### config.mk
export PLATFORM = sky130hd
export DESIGN_NAME = sorted_address_range_table_core
export DESIGN_NICKNAME = d
export VERILOG_FILES = /design/src/sv/sart_pkg.sv /design/src/sv/sart_ram.sv /design/src/sv/sorted_address_range_table_core.sv
export SDC_FILE = /design/constraint.sdc
export NUM_CORES = 2
export LEC_CHECK = 0
export ABC_AREA = 1
export BUFFER_PORTS_ARGS = -buffer_cell sky130_fd_sc_hd__buf_2
export CAP_MARGIN = 20
export CORE_AREA = 4 4 508 510
export DETAILED_ROUTE_END_ITERATION = 10
export DIE_AREA = 0 0 512 514
export PLACE_DENSITY = 0.7
export SETUP_SLACK_MARGIN = 0.02
export SLEW_MARGIN = 0
export SYNTH_ARGS = -nofsm -noshare
export SYNTH_HDL_FRONTEND = slang
export SYNTH_HIERARCHICAL = 1
export SYNTH_SLANG_ARGS = --single-unit
### constraint.sdc
create_clock -name i_clk -period 23.3 [get_ports i_clk]
set_input_delay 4.66 -clock i_clk [delete_from_list [all_inputs] [get_ports i_clk]]
set_output_delay 4.66 -clock i_clk [all_outputs]
set_load 0.02 [all_outputs]
### src/sv/sart_pkg.sv
package sart_pkg;

    localparam int TABLE_DEPTH = 16;
    localparam int ADDR_BITS   = 64;

    localparam int IDX_W = (TABLE_DEPTH > 1) ? $clog2(TABLE_DEPTH) : 1;
    localparam int CNT_W = $clog2(TABLE_DEPTH + 1);

    typedef logic [ADDR_BITS-1:0] t_addr;
    typedef logic [IDX_W-1:0]     t_idx;
    typedef logic [CNT_W-1:0]     t_cnt;

    typedef struct packed {
        t_addr rng_start;
        t_addr rng_end;
    } t_entry;

    localparam int ENTRY_W = $bits(t_entry);

    typedef enum logic [1:0] {
        ACT_MATCHED = 2'd0,
        ACT_ADDED   = 2'd1,
        ACT_UPDATED = 2'd2,
        ACT_FULL    = 2'd3
    } t_action;

    localparam logic OP_UPDATE = 1'b0;
    localparam logic OP_PROBE  = 1'b1;

    typedef struct packed {
        logic   rd_en;
        t_idx   rd_addr;
        logic   wr_en;
        t_idx   wr_addr;
        t_entry wr_data;
    } t_ram_req;

endpackage

### src/sv/sart_ram.sv
module sart_ram
    import sart_pkg::*;
#(
    parameter int DEPTH  = 16,
    parameter int DATA_W = 128
) (
    input  logic                                      i_clk,
    input  logic                                      i_wr_en,
    input  logic [((DEPTH > 1) ? $clog2(DEPTH) : 1)-1:0] i_wr_addr,
    input  logic [DATA_W-1:0]                         i_wr_data,
    input  logic                                      i_rd_en,
    input  logic [((DEPTH > 1) ? $clog2(DEPTH) : 1)-1:0] i_rd_addr,
    output logic [DATA_W-1:0]                         o_rd_data
);

    logic [DATA_W-1:0] mem [DEPTH];
    logic [DATA_W-1:0] r_rd_data;

    always_ff @(posedge i_clk) begin
        if (i_wr_en) begin
            mem[i_wr_addr] <= i_wr_data;
        end
        if (i_rd_en) begin
            r_rd_data <= mem[i_rd_addr];
        end
    end

    assign o_rd_data = r_rd_data;

endmodule

### src/sv/sorted_address_range_table_core.sv
// Sorted address range table. Holds up to TABLE_DEPTH half-open ranges
// [start, end) in one entry RAM, kept in ascending order of start. An update
// (op 0) either inserts a new start in order, rewrites the end of an existing
// start, or leaves the table alone; a new start on a full table is refused
// with action 3. A probe (op 1) reports whether the address falls in any
// range. Every result carries the lowest start, highest end, empty flag and
// a gap flag (sum of lengths vs. span, modulo 2^ADDR_BITS). Items are
// handled one at a time. Each pass over the table reads the stored entries
// one by one through the single RAM read port, and each entry is consumed
// the cycle after. An update makes up to three passes (search, shift on
// insert, summary pass); a probe makes only the summary pass. A finished
// result sits in the output register, so the next transaction can be
// accepted while it waits.
module sorted_address_range_table_core
    import sart_pkg::*;
(
    input  logic        i_clk,
    input  logic        i_rst_n,

    input  logic        i_in_valid,
    output logic        o_in_ready,
    input  logic        i_op,
    input  logic [63:0] i_range_start,
    input  logic [63:0] i_range_end,
    input  logic [63:0] i_probe_addr,

    output logic        o_out_valid,
    input  logic        i_out_ready,
    output logic [1:0]  o_action,
    output logic        o_covered,
    output logic [63:0] o_span_low,
    output logic [63:0] o_span_high,
    output logic        o_gaps_present,
    output logic        o_table_empty
);

    typedef enum logic [3:0] {
        ST_IDLE,
        ST_SRCH_RD,
        ST_SRCH_CMP,
        ST_DECIDE,
        ST_SHIFT_RD,
        ST_SHIFT_WR,
        ST_INS,
        ST_SUM_RD,
        ST_SUM_ACC,
        ST_FIN
    } t_state;

    t_state   r_state;
    t_cnt     r_count;
    t_cnt     r_idx;
    t_cnt     r_pos;
    logic     r_hit;
    t_addr    r_hit_end;
    logic     r_op;
    t_addr    r_s;
    t_addr    r_e;
    t_addr    r_a;
    t_action  r_act;
    logic     r_cov;
    t_addr    r_lo;
    t_addr    r_hi;
    t_addr    r_len;

    logic     r_out_valid;
    t_action  r_out_action;
    logic     r_out_covered;
    t_addr    r_out_lo;
    t_addr    r_out_hi;
    logic     r_out_gaps;
    logic     r_out_empty;

    t_ram_req ram_req;
    t_entry   rd_entry;
    logic     upd_end;
    logic     in_xact;

    assign in_xact = i_in_valid && o_in_ready;
    assign upd_end = r_hit && (r_hit_end != r_e);

    sart_ram #(
        .DEPTH  (TABLE_DEPTH),
        .DATA_W (ENTRY_W)
    ) u_ram (
        .i_clk     (i_clk),
        .i_wr_en   (ram_req.wr_en),
        .i_wr_addr (ram_req.wr_addr),
        .i_wr_data (ram_req.wr_data),
        .i_rd_en   (ram_req.rd_en),
        .i_rd_addr (ram_req.rd_addr),
        .o_rd_data (rd_entry)
    );

    always_comb begin
        ram_req         = '0;
        ram_req.rd_addr = r_idx[IDX_W-1:0];
        case (r_state)
            ST_SRCH_RD: ram_req.rd_en = (r_idx != r_count);
            ST_SUM_RD:  ram_req.rd_en = (r_idx != r_count);
            ST_SHIFT_RD: begin
                ram_req.rd_en   = (r_idx != r_pos);
                ram_req.rd_addr = t_idx'(r_idx - t_cnt'(1));
            end
            ST_DECIDE: begin
                ram_req.wr_en   = upd_end;
                ram_req.wr_addr = r_pos[IDX_W-1:0];
                ram_req.wr_data = '{rng_start: r_s, rng_end: r_e};
            end
            ST_SHIFT_WR: begin
                ram_req.wr_en   = 1'b1;
                ram_req.wr_addr = r_idx[IDX_W-1:0];
                ram_req.wr_data = rd_entry;
            end
            ST_INS: begin
                ram_req.wr_en   = 1'b1;
                ram_req.wr_addr = r_pos[IDX_W-1:0];
                ram_req.wr_data = '{rng_start: r_s, rng_end: r_e};
            end
            default: ram_req.rd_en = 1'b0;
        endcase
    end

    always_ff @(posedge i_clk) begin
        if (!i_rst_n) begin
            r_state     <= ST_IDLE;
            r_count     <= '0;
            r_out_valid <= 1'b0;
        end else begin
            // in ST_FIN the output register is reloaded below instead
            if (r_out_valid && i_out_ready && r_state != ST_FIN) begin
                r_out_valid <= 1'b0;
            end
            case (r_state)
                ST_IDLE: begin
                    if (in_xact) begin
                        r_op  <= i_op;
                        r_s   <= i_range_start[ADDR_BITS-1:0];
                        r_e   <= i_range_end[ADDR_BITS-1:0];
                        r_a   <= i_probe_addr[ADDR_BITS-1:0];
                        r_act <= ACT_MATCHED;
                        r_cov <= 1'b0;
                        r_hit <= 1'b0;
                        r_idx <= '0;
                        r_lo  <= '1;
                        r_hi  <= '0;
                        r_len <= '0;
                        r_state <= (i_op == OP_PROBE) ? ST_SUM_RD : ST_SRCH_RD;
                    end
                end
                ST_SRCH_RD: begin
                    if (r_idx == r_count) begin
                        r_pos   <= r_count;
                        r_state <= ST_DECIDE;
                    end else begin
                        r_state <= ST_SRCH_CMP;
                    end
                end
                ST_SRCH_CMP: begin
                    if (rd_entry.rng_start == r_s) begin
                        r_hit     <= 1'b1;
                        r_hit_end <= rd_entry.rng_end;
                        r_pos     <= r_idx;
                        r_state   <= ST_DECIDE;
                    end else if (rd_entry.rng_start > r_s) begin
                        r_pos   <= r_idx;
                        r_state <= ST_DECIDE;
                    end else begin
                        r_idx   <= r_idx + t_cnt'(1);
                        r_state <= ST_SRCH_RD;
                    end
                end
                ST_DECIDE: begin
                    if (r_hit) begin
                        r_act   <= upd_end ? ACT_UPDATED : ACT_MATCHED;
                        r_idx   <= '0;
                        r_state <= ST_SUM_RD;
                    end else if (r_count == t_cnt'(TABLE_DEPTH)) begin
                        r_act   <= ACT_FULL;
                        r_idx   <= '0;
                        r_state <= ST_SUM_RD;
                    end else begin
                        // open a hole at r_pos by moving the tail up one slot
                        r_idx   <= r_count;
                        r_state <= ST_SHIFT_RD;
                    end
                end
                ST_SHIFT_RD: begin
                    r_state <= (r_idx == r_pos) ? ST_INS : ST_SHIFT_WR;
                end
                ST_SHIFT_WR: begin
                    r_idx   <= r_idx - t_cnt'(1);
                    r_state <= ST_SHIFT_RD;
                end
                ST_INS: begin
                    r_act   <= ACT_ADDED;
                    r_count <= r_count + t_cnt'(1);
                    r_idx   <= '0;
                    r_state <= ST_SUM_RD;
                end
                ST_SUM_RD: begin
                    r_state <= (r_idx == r_count) ? ST_FIN : ST_SUM_ACC;
                end
                ST_SUM_ACC: begin
                    if (rd_entry.rng_start < r_lo) begin
                        r_lo <= rd_entry.rng_start;
                    end
                    if (rd_entry.rng_end > r_hi) begin
                        r_hi <= rd_entry.rng_end;
                    end
                    r_len <= r_len + rd_entry.rng_end - rd_entry.rng_start;
                    if (r_op == OP_PROBE && r_a >= rd_entry.rng_start
                            && r_a < rd_entry.rng_end) begin
                        r_cov <= 1'b1;
                    end
                    r_idx   <= r_idx + t_cnt'(1);
                    r_state <= ST_SUM_RD;
                end
                ST_FIN: begin
                    if (!r_out_valid || i_out_ready) begin
                        r_out_valid   <= 1'b1;
                        r_out_action  <= r_act;
                        r_out_covered <= r_cov;
                        r_out_lo      <= r_lo;
                        r_out_hi      <= r_hi;
                        r_out_gaps    <= (r_count != '0) && (r_len != (r_hi - r_lo));
                        r_out_empty   <= (r_count == '0);
                        r_state       <= ST_IDLE;
                    end
                end
                default: r_state <= ST_IDLE;
            endcase
        end
    end

    assign o_in_ready     = (r_state == ST_IDLE);
    assign o_out_valid    = r_out_valid;
    assign o_action       = r_out_action;
    assign o_covered      = r_out_covered;
    assign o_span_low     = 64'(r_out_lo);
    assign o_span_high    = 64'(r_out_hi);
    assign o_gaps_present = r_out_gaps;
    assign o_table_empty  = r_out_empty;

`ifndef ASSERT_OFF
    a_count_bound: assert property (@(posedge i_clk) disable iff (!i_rst_n)
        r_count <= t_cnt'(TABLE_DEPTH))
        else $error("entry count above table depth");

    a_full_only_when_full: assert property (@(posedge i_clk) disable iff (!i_rst_n)
        (o_out_valid && o_action == ACT_FULL) |-> (r_count == t_cnt'(TABLE_DEPTH)))
        else $error("table full reported with free entries");

    a_empty_summary: assert property (@(posedge i_clk) disable iff (!i_rst_n)
        (o_out_valid && o_table_empty) |-> (o_span_high == '0 && !o_gaps_present))
        else $error("empty table with nonzero summary");

    a_no_write_idle: assert property (@(posedge i_clk) disable iff (!i_rst_n)
        (r_state == ST_IDLE) |-> !ram_req.wr_en)
        else $error("entry RAM written while idle");
`endif

endmodule
==> reports/metrics.yaml <==
io_pins: 332
dr_wl_met3_um: 56100
drive_above_1_share_pct: 7.84
num_vias: 95882
ctsHoldBuffers: 0
cp_cell_sequence: "buf_2 -> clkinv_1 -> nor3_2 -> buf_4 -> buf_4 -> buf_4"
syn2layout_area_growth_pct: 11.3
die_area_um2: 263000
fin_tns_setup_ps: 0
cts_tree: "yes"
rsz0062_at_grt: "no"
core_um2: 253000
slew_violations: 0
p_leak_nw: 62.2
switching_share_pct: 44.4
hp-class: "reg2reg"
peakVddDrop_v: 0.000148
worst_ep_arrival_time_ps: 8320
highest_layer: "met5"
wl_met2_um: 185000
path_delay_family: "buffers and inverters"
nets: 13880
port_buffers: 331
grt_pass1_wl_um: 616000
cp.required_ps: 23850
grt_overflow: 0
whs_ps: 445
wl_per_cell_um: 26.1
start_kind: "input port"
final_cell_mix: "3,926 x nand2_1, 2,772 x edfxtp_1, 1,937 x inv_1"
avgSynthCellArea_um2: 10.3
htreeDepth: 5
ant_nets: 0
maxCapViolCount: 0
ys_ff_latch: 2782
fmax_mhz: 129
synth_cell_types: 58
start_util_pct: 51.9
clk_pin_slew_ps: 60
rows: 185
clk_path_buf_depth: 4
drt_iter0_markers: 14113
crit_fanout: 75
yosysWarnings: 6
rr_worst_depth: 14
drt-pass1-iter-count: 7
grt_pass1_vias: 87344
status: "finished clean"
grt_max_degree: 207
ctsResizeCount: 0
pwr-share-seq_pct: 34.5
synth_edf_count: 2772
p_clk_share_pct: 22.4
relSlewSlack_pct: 17.1
finalNonFillerCells: 16752
final_common_cell: "nand2_1"
cp_slowest_cell: "buf_4"
post-cts-setup-buffers: 0
die_h_um: 514
routed_wl_um: 438000
p_sw_mw: 9.01
remaining_drc_errors: 0
clk_latency_ps: 980
finalInstanceArea_um2: 146000
cts.sinks: 2782
cts_buffers: 298
syn-cell-area_um2: 131000
synth_nets: 13515
place_area_um2: 137000
combPwrFrac_pct: 43.1
dp.cells: 16223
worst_path_most_repeated_cell: "buf_4"
cts_root_buf: "clkbuf_16"
setup_viol: 0
antenna_found_initial: 25
whs_path_depth: 0
ys_seq_area_share_pct: 63.5
grt_usage_pct: 32.5
cp_num_cells: 6
finClkSkew_ps: 94.8
die_w_um: 512
routabilityCongestion: 1.06
dp_hpwl_um: 288000
worst_pin_slew_ps: 1240
p_int_mw: 11.3
hold_violations: 0
worst-path-buf-inv: 5
crit_type: "in2reg"
min_period_over_period_pct: 33.4
min_period_ps: 7770
slowest_delay_ps: 850
synthArstFlopShare_pct: 0
met1_length_um: 175000
drt-vias-per-instance: 5.72
cp-end-kind: "flip-flop"
power_density_nw_per_um2: 139
synth_cells: 12805
fillerInstances: 20884
ys.flop_type: "edfxtp_1"
==> per-layer routing <==
layer / GRT usage (%) / vias to the layer above
li1: - / 43304
met1: 47.5 / 45602
met2: 47.0 / 6036
met3: 6.93 / 932
met4: 14.1 / 8
met5: 0 / -
==> worst paths after layout <==
path | start | endpoint | slack [ps]
worst max register to register | r_state[3] | u_ram/o_rd_data[97] | 16470
worst min-delay path | r_act[1] | o_action[1] | 450
worst min register to register | r_act[1] | o_action[1] | 450
worst max-delay path | i_rst_n | r_s[42] | 15530
==> registers in the layout, summed over array words and instances (netlist names), 4 cells and up <==
signal / count
r_count: 5
u_ram/o_rd_data: 128
r_len: 64
r_a: 64
r_idx: 5
r_e: 64
o_span_high: 64
r_hi: 64
r_hit_end: 64
r_lo: 64
r_state: 4
r_s: 64
r_pos: 5
u_ram/mem: 2048
o_span_low: 64
==> power by group through the flow <==
stage          Sequential [mW]  Combinational [mW]  Clock (mW)
6_report                  7.01                8.76        4.55
5_1_grt                   6.95                9.56        4.79
4_1_cts                   6.93                8.56        4.58
3_5_place_dp              7.03                8.50           0
3_3_place_gp              7.03                8.43           0
2_1_floorplan             6.58                5.88           0
==> Yosys cell counts, types with 57 or more instances <==
cell	n	share of area, %
nand2_1	3926	11
fa_1	64	0.97
nor2_1	415	1.2
inv_1	1941	5.5
o21ai_0	196	0.75
clkbuf_1	121	0.35
o22ai_1	98	0.47
buf_4	71	0.41
xor2_1	94	0.63
edfxtp_1	2772	63
buf_2	240	0.91
ha_1	449	4.3
a21oi_1	339	1.3
nand4_1	57	0.27
nand3_1	1589	6.0
==> final cells by class <==
class	instances	area [um^2]	area share [%]
clock inverters	137	1340	0.912
repair buffers	542	3450	2.36
inverters	1945	7340	5.02
clock buffers	366	7820	5.34
diodes	13	32.5	0.0222
well taps	3366	4210	2.88
flip-flops and latches	2782	83400	57.0
multi-input cells	7601	38700	26.5
==> logic make-up (layout without fill, tap and decap cells) <==
logic type	count (synthesis)	after routing	share of synthesized area, %
XOR/XNOR	137	137	0.934
flip-flops	2782	2782	63.5
adder cells (fa/ha/maj)	513	513	5.25
other	0	13	0
AO/OA/AOI/OAI	809	809	3.52
buffers and inverters	2422	2990	7.37
AND/OR/NAND/NOR	6142	6142	19.5
==> per-stage QoR <==
step                      utilization, %  setup slack [ps]  total power [mW]
after global routing                57.7             15310              21.3
after CTS                           57.7             15600              20.1
after detailed placement            54.1             14630              15.5
after floorplan                        -              4350              12.5
after global placement              54.1             14700              15.5
final                               57.7             15530              20.3
No activity file was read; power rests on OpenSTA's default activity.
